`src/rtl/core/swm_pkg.sv`:
```
package swm_pkg;

	// default build of the filter
	localparam int MAX_WINDOW_DEF   = 64;
	localparam int SAMPLE_WIDTH_DEF = 32;

	// fixed port widths
	localparam int CFG_WIDTH = 7;
	localparam int IN_WIDTH  = 32;
	localparam int OUT_WIDTH = 33;

	// window size after reset
	localparam logic [CFG_WIDTH-1:0] WINDOW_RESET = 7'd3;

	// per-cycle control broadcast to every cell of the sorted chain
	typedef struct packed {
		logic load;   // an item is taken this cycle
		logic full;   // window already full, oldest value leaves
	} cell_ctrl_t;

endpackage

```
`src/rtl/core/swm_cell.sv`:
```
module swm_cell #(
	parameter int SW  = swm_pkg::SAMPLE_WIDTH_DEF,
	parameter int AW  = 6,
	parameter int CW  = 7,
	parameter int IDX = 0
) (
	input  logic                   clk,
	input  swm_pkg::cell_ctrl_t    ctrl,
	input  logic [CW-1:0]          count,
	input  logic [AW-1:0]          oldest,
	input  logic signed [SW-1:0]   smp,
	input  logic signed [SW-1:0]   prev_val,
	input  logic [AW-1:0]          prev_age,
	input  logic signed [SW-1:0]   next_val,
	input  logic [AW-1:0]          next_age,
	input  logic                   next_above,
	input  logic                   gone_in,
	input  logic                   ins_in,
	output logic                   above,
	output logic                   gone_out,
	output logic                   ins_out,
	output logic signed [SW-1:0]   val,
	output logic [AW-1:0]          age
);

	logic signed [SW-1:0] val_q;
	logic [AW-1:0]        age_q;
	logic                 here;
	logic signed [SW-1:0] up_val;
	logic [AW-1:0]        up_age;
	logic signed [SW-1:0] low_val;
	logic [AW-1:0]        low_age;

	// cell holds a live value only below the fill count
	assign here  = CW'(IDX) < count;
	// empty cells act as plus infinity
	assign above = !here | (val_q > smp);

	// deletion point: everything at or above it moves down one slot
	assign gone_out = gone_in | (ctrl.full & here & (age_q == oldest));

	// view of the chain after the delete
	assign up_val  = gone_out ? next_val : val_q;
	assign up_age  = gone_out ? next_age : age_q;
	assign low_val = gone_in ? val_q : prev_val;
	assign low_age = gone_in ? age_q : prev_age;

	// insert goes after all equal values
	assign ins_out = gone_out ? next_above : above;

	always_ff @(posedge clk) begin
		if (ctrl.load) begin
			if (ins_out & !ins_in) begin
				val_q <= smp;
				age_q <= '0;
			end else if (ins_in) begin
				val_q <= low_val;
				age_q <= low_age + AW'(1);
			end else begin
				val_q <= up_val;
				age_q <= up_age + AW'(1);
			end
		end
	end

	assign val = val_q;
	assign age = age_q;

endmodule

```
`config.mk`:
```
export PLATFORM = sky130hd
export DESIGN_NAME = swm_cell
export DESIGN_NICKNAME = d
export VERILOG_FILES = /design/src/rtl/core/swm_pkg.sv /design/src/rtl/core/swm_cell.sv
export SDC_FILE = /design/constraint.sdc
export NUM_CORES = 1
export LEC_CHECK = 0
export ABC_AREA = 1
export BUFFER_PORTS_ARGS = -buffer_cell sky130_fd_sc_hd__buf_2
export CAP_MARGIN = 20
export CORE_ASPECT_RATIO = 0.75
export CORE_UTILIZATION = 40
export CTS_CLUSTER_SIZE = 12
export DETAILED_ROUTE_END_ITERATION = 10
export GPL_TIMING_DRIVEN = 0
export PLACE_DENSITY_LB_ADDON = 0.3
export SLEW_MARGIN = 20
export SYNTH_ARGS = -nofsm -noshare
export SYNTH_HDL_FRONTEND = slang
export SYNTH_SLANG_ARGS = --single-unit
```
`constraint.sdc`:
```
create_clock -name clk -period 6.26 [get_ports clk]
set_input_delay 0.626 -clock clk [delete_from_list [all_inputs] [get_ports clk]]
set_output_delay 0.626 -clock clk [all_outputs]
set_load 0.05 [all_outputs]
```
==> results.tsv, run 1 <==
stage	metric	value	unit
status	status	finished with violations	
status	violated checks	design-rule violations	
clocking	Post CTS Setup Buffer Count	0	
detailed_routing	vias	3857	
synth	Synth Area in XOR/XNOR	0.00977	
synth	post-synthesis mux area share	0	
global_route	Overflow after GRT	0	
global_route	initial antenna violation count	0	
pwr	Peak VDD IR	0.105	mV
critical_path	slowest stage cell, crit path	ha_1	
finish	Layout Nets	852	
clocking	Clock Path Buffers	2	
sta	final slew viol count	0	
critical_path	cells on worst reg2reg path	11	
finish	most frequent cells in the layout	218 x nand2_1, 169 x buf_2, 64 x inv_1, 38 x edfxtp_1, 34 x nand4_1	
job	max cap viols	0	
finish	n_diodes	0	
global_route	largest net degree at the start of global routing	33	
finish	leading cell type in the layout, fill and taps excluded	nand2_1	
sta	Slew @ Worst Pin	0.746	ns
synth	Synth Area in Compound Gates	0.0551	
finish	layout cells sized above 1	0.308	
clocking	clock buffer count from CTS	5	
critical_path	slowest stage delay, CP	0.29	ns
die	Initial Util	0.419	
detailed_routing	Iter 0 DRT Violations	208	
synth	synthesized area per cell	6.91	um^2
critical_path	critical-path cell list	buf_2 > inv_1 > ha_1 > nand2_1 > nor2_1 > nand2_1 > nor3_1 > and3b_1 > a21oi_1 > nand2_1 > nand3_2 > and2_1 > buf_2	
synth	Post-synth EDFFs	38	
sta	period utilization	0.506	
global_route	vias in the first global route	3795	
critical_path	setup slack, reg-to-reg	3.43	ns
synth	Post-Syn Nets	679	
critical_path	Arr. time, crit path	2.54	ns
pwr	Power Total	953	uW
critical_path	Most common cell on crit path	nand2_1	
sta	Final WS setup	3.09	ns
die	Die Width	111	um
sta	Slew HR	0.502	
hold_path	Worst Hold Class	input port to flip-flop	
finish	P&R area growth vs syn	30.5	%
sta	post-layout minimum cycle time	3.17	ns
clocking	Reg clk slew, reported paths	0.06	ns
critical_path	Crit Path Class	input port to output port	
synth	ys async rst share	0	
placement	DP Worst Slack	3.05	ns
detailed_routing	Detailed Route WL	10400	um
synth	Seq/Total Area, Yosys	0.318	
die	num ports	168	
detailed_routing	Routed wire per std cell	13.0	um
critical_path	nature of the critical path endpoint	output port	
synth	Simple-Gate Fraction of Synth Area	0.387	
synth	FF+latch count, synth	38	
detailed_routing	post-route ant nets	0	
die	area of the core	8560	um^2
die	std cell rows	29	
synth	adder-cell share of the synthesized area	0.115	
placement	PortBufs	166	
sta	fmax	0.316	GHz
global_route	first-pass GRT wire length	17400	um
synth	synth warn	0	
clocking	cts hold-fix bufs	0	
clocking	TritonCTS clock tree	yes	
sta	RSZ-0062 raised after global routing	no	
placement	GPL Wtd Cong	0.886	
critical_path	Worst EP required	5.63	ns
sta	total negative setup slack	0	ns
synth	largest family of logic cells by synthesized area	simple AND/OR/NAND/NOR gates	
sta	final setup fails	0	
clocking	CTS root buf	clkbuf_16	
pwr	leakage	2.71	nW
die	DIE AREA	9350	um^2
critical_path	Critical Path Start Type	input port	
synth	distinct cell type count after synthesis	35	
synth	Post-Syn Instances	519	
detailed_routing	DRC viols	22	
clocking	clk sinks	38	
global_route	all-layer global routing usage	0.233	
critical_path	crit path max fanout	8	
hold_path	hold path cells	3	
clocking	Clock Latency Late Sink	0.28	ns
sta	Worst Skew	0.00284	ns
detailed_routing	Vias/cell	4.83	
clocking	Max H-tree Level	2	
clocking	CTS resizes	0	
sta	final hold vios	0	
finish	fillers	856	
detailed_routing	Pre-antenna DRT Iters	8	
die	die height	84.0	um
sta	worst hold slack	0.679	ns
synth	Post-synth top flop	edfxtp_1	
pwr	P per Cell Area	203	nW/um^2
synth	Synth Cell Area	3590	um^2
placement	post-detail-place hpwl	8320	um
==> critical path, delay by kind of cell <==
kind | cells | cell delay [ns]
and+or+nand+nor | 8 | 1.22
buffers and inverters | 3 | 0.35
adders and majority gates | 1 | 0.29
AOI/OAI and AO/OA | 1 | 0.04
==> routing by layer <==
metal / part of all wire / vias to the layer above / GRT usage
met4: 0.0073 / 0 / 0.0467
met5: 0 / - / 0
met2: 0.47 / 122 / 0.406
met1: 0.46 / 1718 / 0.304
li1: - / 2009 / -
met3: 0.065 / 8 / 0.0363
==> worst paths after layout <==
path | from | end
worst max register to register | val[23] | val[2]
worst min register to register | age[5] | age[5]
worst max-delay path | smp[23] | ins_out
worst min-delay path | smp[22] | val[22]
==> flip-flops by register name, summed over array words and instances (netlist names) <==
| name | flops |
|---|---|
| age | 6 |
| val | 32 |
==> where the power goes <==
part / leakage (nW) / switching (mW) / internal (mW)
Sequential: 0.370 / 0.0162 / 0.317
Clock: 0.0632 / 0.0954 / 0.142
Combinational: 2.28 / 0.257 / 0.125
Total: 2.71 / 0.369 / 0.584
==> Yosys cell counts (all sizes together), types with 2 or more instances <==
cell	n	area share
a21oi	17	0.025
ha	33	0.12
xor2	2	0.0049
nand2	239	0.27
nand4	34	0.059
o21bai	4	0.0084
o21ai	9	0.014
inv	70	0.073
clkinv	3	0.0031
or2	2	0.0035
buf	11	0.026
nor2	19	0.023
nand3	17	0.030
o211ai	2	0.0042
edfxtp	38	0.32
xnor2	2	0.0049
clkbuf	12	0.013
==> final cells by class <==
cell class	count	area (um^2)	area share
inverter	73	274	0.0585
tap	108	135	0.0289
buffer	23	138	0.0294
clock inverter	1	3.75	0.000802
sequential	38	1140	0.244
timing repair buffer	166	831	0.177
clock buffer	5	125	0.0267
multi-input combinational	385	2030	0.435
==> logic make-up (layout without fill, tap and decap cells) <==
family,after synthesis,count (layout)
adders and majority gates,33,33
xor gates and xnor gates,4,4
AOI/OAI and AO/OA,34,34
buffers and inverters,96,268
and+or+nand+nor,314,314
DFF,38,38
==> stage by stage <==
stage / util / std cells / cell area [um^2]
global placement: 0.532 / 793 / 4550
floorplan: - / 519 / 3590
finish: 0.547 / 799 / 4680
global route: 0.547 / 799 / 4680
CTS: 0.547 / 799 / 4680
detailed placement: 0.532 / 793 / 4550
No activity file was read; power rests on OpenSTA's default activity.
==> inputs of run 2 (changes only) <==
- ABC_AREA: 1 -> 0
- clock period: 6.26 -> 3.1 ns (I/O delays scaled with it)
==> results.tsv, run 2 <==
stage	metric	value	unit	change
critical_path	critical-path cell list	ha_1 > nand4_1 > nor4_2 > a2111o_1 > a211o_1 > a311oi_4 > nor2_4 > o311a_4		
die	num ports	168		unchanged
placement	post-detail-place hpwl	7540	um	-9.5%
die	die height	79.5	um	-5.4%
clocking	Clock Path Buffers	2		unchanged
synth	largest family of logic cells by synthesized area	compound AO/OA/AOI/OAI gates		
detailed_routing	Vias/cell	5.31		+9.9%
critical_path	Worst EP required	3.08	ns	-2.55 ns
global_route	largest net degree at the start of global routing	33		unchanged
sta	Worst Skew	0.00920	ns	+0.00636 ns
sta	Final WS setup	0.0941	ns	-3.00 ns
synth	Synth area leader	edfxtp_1		
sta	fmax	0.333	GHz	
finish	P&R area growth vs syn	35.4	%	
critical_path	nature of the critical path endpoint	flip-flop		
die	std cell rows	27		-6.9%
die	Die Width	105	um	-5.4%
synth	FF+latch count, synth	38		unchanged
detailed_routing	Iter 0 DRT Violations	166		-20%
hold_path	hold path cells	2		-1
synth	ys async rst share	0		unchanged
clocking	clock buffer count from CTS	5		unchanged
synth	post-synthesis mux area share	0.0316		+0.0316
critical_path	Largest delay share family, worst path	compound AO/OA/AOI/OAI gates		
critical_path	slowest stage delay, CP	0.56	ns	+0.27 ns
synth	Synth Area in Compound Gates	0.214		+0.159
clocking	CTS root buf	clkbuf_8		
status	status	completed		
synth	distinct cell type count after synthesis	53		+51%
synth	synth warn	0		unchanged
synth	Post-synth top flop	edfxtp_1		
critical_path	crit path max fanout	32		+24
die	Initial Util	0.425		+0.00627
finish	most frequent cells in the layout	173 x buf_2, 38 x edfxtp_1, 34 x inv_1, 34 x nand2b_1, 30 x ha_1		
detailed_routing	Pre-antenna DRT Iters	4		-4
die	DIE AREA	8370	um^2	-10%
sta	final slew viol count	0		unchanged
global_route	all-layer global routing usage	0.215		-0.0173
critical_path	crit path buf inv count	0		-3
clocking	Reg clk slew, reported paths	0.08	ns	+0.02 ns
critical_path	Arr. time, crit path	2.98	ns	+0.44 ns
sta	Slew @ Worst Pin	0.759	ns	+0.0133 ns
critical_path	setup slack, reg-to-reg	0.09	ns	-3.34 ns
synth	Synth Cell Area	3200	um^2	-11%
synth	adder-cell share of the synthesized area	0.129		+0.0138
finish	fin util	0.575		+0.0287
placement	DP Worst Slack	-0.177	ns	-3.23 ns
sta	period utilization	0.970		
detailed_routing	post-route ant nets	0		unchanged
placement	GPL Wtd Cong	0.862		-2.8%
synth	Synth Area in XOR/XNOR	0.0246		+0.0148
clocking	Clock Latency Late Sink	0.29	ns	about the same
detailed_routing	Routed wire per std cell	15.9	um	+23%
synth	cell with the most instances after synthesis	edfxtp_1		
placement	PortBufs	166		unchanged
pwr	P per Cell Area	405	nW/um^2	+99%
finish	n_diodes	0		unchanged
detailed_routing	DRC viols	0		-100%
synth	Seq/Total Area, Yosys	0.356		+0.0381
critical_path	Crit Path Class	flip-flop to flip-flop		
pwr	Peak VDD IR	0.270	mV	+160%
clocking	cts hold-fix bufs	0		unchanged
hold_path	hold path start	next_val[22]		
pwr	leakage	2.06	nW	-24%
synth	Post-Syn Instances	307		-41%
hold_path	Hold Path Sink	val[22]		
synth	Post-synth EDFFs	38		unchanged
clocking	clk sinks	38		unchanged
critical_path	worst reg2reg endpoint	val[7]		
global_route	vias in the first global route	2976		-22%
finish	Layout Nets	641		-25%
hold_path	Worst Hold Class	input port to flip-flop		
sta	worst hold slack	0.352	ns	-0.327 ns
finish	Largest register FFs	32		unchanged
detailed_routing	Detailed Route WL	9280	um	-11%
global_route	first-pass GRT wire length	14100	um	-19%
global_route	Overflow after GRT	0		unchanged
sta	final hold vios	0		unchanged
synth	Synth top cells by count	38 x edfxtp_1, 34 x inv_1, 34 x nand2b_1		
synth	Synth area leaders	edfxtp_1 36%, ha_1 13%, o221a_1 7.0%		
detailed_routing	vias	3093		-20%
synth	Simple-Gate Fraction of Synth Area	0.175		-0.213
sta	post-layout minimum cycle time	3.01	ns	
sta	Slew HR	0.487		-0.0150
synth	Yosys top cell area share	0.356		+0.0381
finish	leading cell type in the layout, fill and taps excluded	buf_2		
sta	final setup fails	0		unchanged
critical_path	cells on worst reg2reg path	8		-3
job	max cap viols	0		unchanged
clocking	TritonCTS clock tree	yes		
synth	Post-Syn Nets	467		-31%
synth	synthesized area per cell	10.4	um^2	+51%
critical_path	slowest stage cell, crit path	o311a_4		
die	area of the core	7530	um^2	-12%
global_route	initial antenna violation count	0		unchanged
critical_path	Critical Path Start Type	flip-flop		
critical_path	r2r startpoint	val[25]		
finish	layout cells sized above 1	0.434		+0.125
clocking	Max H-tree Level	2		unchanged
-- run 2: cell count changes after synthesis, sizes merged, moves of 6 or more --
| cell | change |
|---|---|
| nand2 | -229 |
| inv | -36 |
| nand2b | +34 |
| o221a | +32 |
| nand4 | -24 |
| nand3 | -17 |
| nor2 | -10 |
| a21o | +9 |
| mux2i | +9 |
| a21oi | -7 |
| clkbuf | -6 |
| o21ai | -6 |
-- run 2: power by group --
part	switching [mW]	leakage, nW	internal [mW]	total (mW)
Clock	0.174	0.0426	0.155	0.328
Combinational	0.460	1.66	0.291	0.751
Sequential	0.0384	0.361	0.640	0.678
-- run 2: worst max path at each step --
stage	from	endpoint	slack [ns]	cells past startpoint
CTS	val[30]	val[20]	0.006	9
floorplan	val[17]	val[0]	-0.06	7
global placement	smp[29]	val[16]	-0.12	11
finish	val[25]	val[7]	0.09	8
global route	val[25]	val[16]	-0.002	10
detailed placement	smp[29]	val[20]	-0.18	11
-- run 2: cells by family (layout without fill, tap and decap cells) --
kind of cell | after synthesis | in the layout
compound gates | 76 | 76
xor+xnor | 9 | 9
fa+ha+maj | 33 | 33
buf+inv | 50 | 225
flops | 38 | 38
mux | 10 | 10
simple gates | 91 | 91
-- run 2: cell type report --
cell class              instances  area, um^2
multi-input cells             219        1920
inverters                      34         128
clock buffers                   6        72.6
flip-flops and latches         38        1140
fillers                       697        3200
repair buffers                167         838
clock inverters                 2        8.76
plain buffers                  16        98.8
well taps                     101         126
-- run 2: worst reg2reg max path, cell delays in order (launching register included) --
cell and delay (ns):
edfxtp_1 0.40, ha_1 0.32, nand4_1 0.15, nor4_2 0.08, a2111o_1 0.36, a211o_1 0.33
a311oi_4 0.43, nor2_4 0.05, o311a_4 0.56
-- run 2: metal layers --
metal  routed length, um  vias up  share of wire  global-route usage
li1                    -     1523              -                   -
met1                4140     1429           0.45               0.273
met2                4400      133           0.47               0.379
met3                 642        8          0.069              0.0449
met4                  88        0         0.0095              0.0479
met5                   0        -              0                   0
-- run 2: timing repair --
action | 4_1_cts | 5_1_grt
pin swaps | 0 | 6
setup buffers | 0 | 1
resized for setup | 1 | 5
hold endpoints to repair | 0 | 0
setup endpoints to repair | 10 | 63
-- run 2: through the flow --
step / area, um^2 / power [mW] / cells / TNS, ns
after floorplan: 3250 / 1.20 / 307 / -1.89
final: 4340 / 1.76 / 583 / 0
after CTS: 4290 / 1.77 / 582 / 0
after global routing: 4340 / 1.85 / 583 / -0.00421
after detailed placement: 4210 / 1.43 / 574 / -1.57
after global placement: 4210 / 1.41 / 574 / -1.16
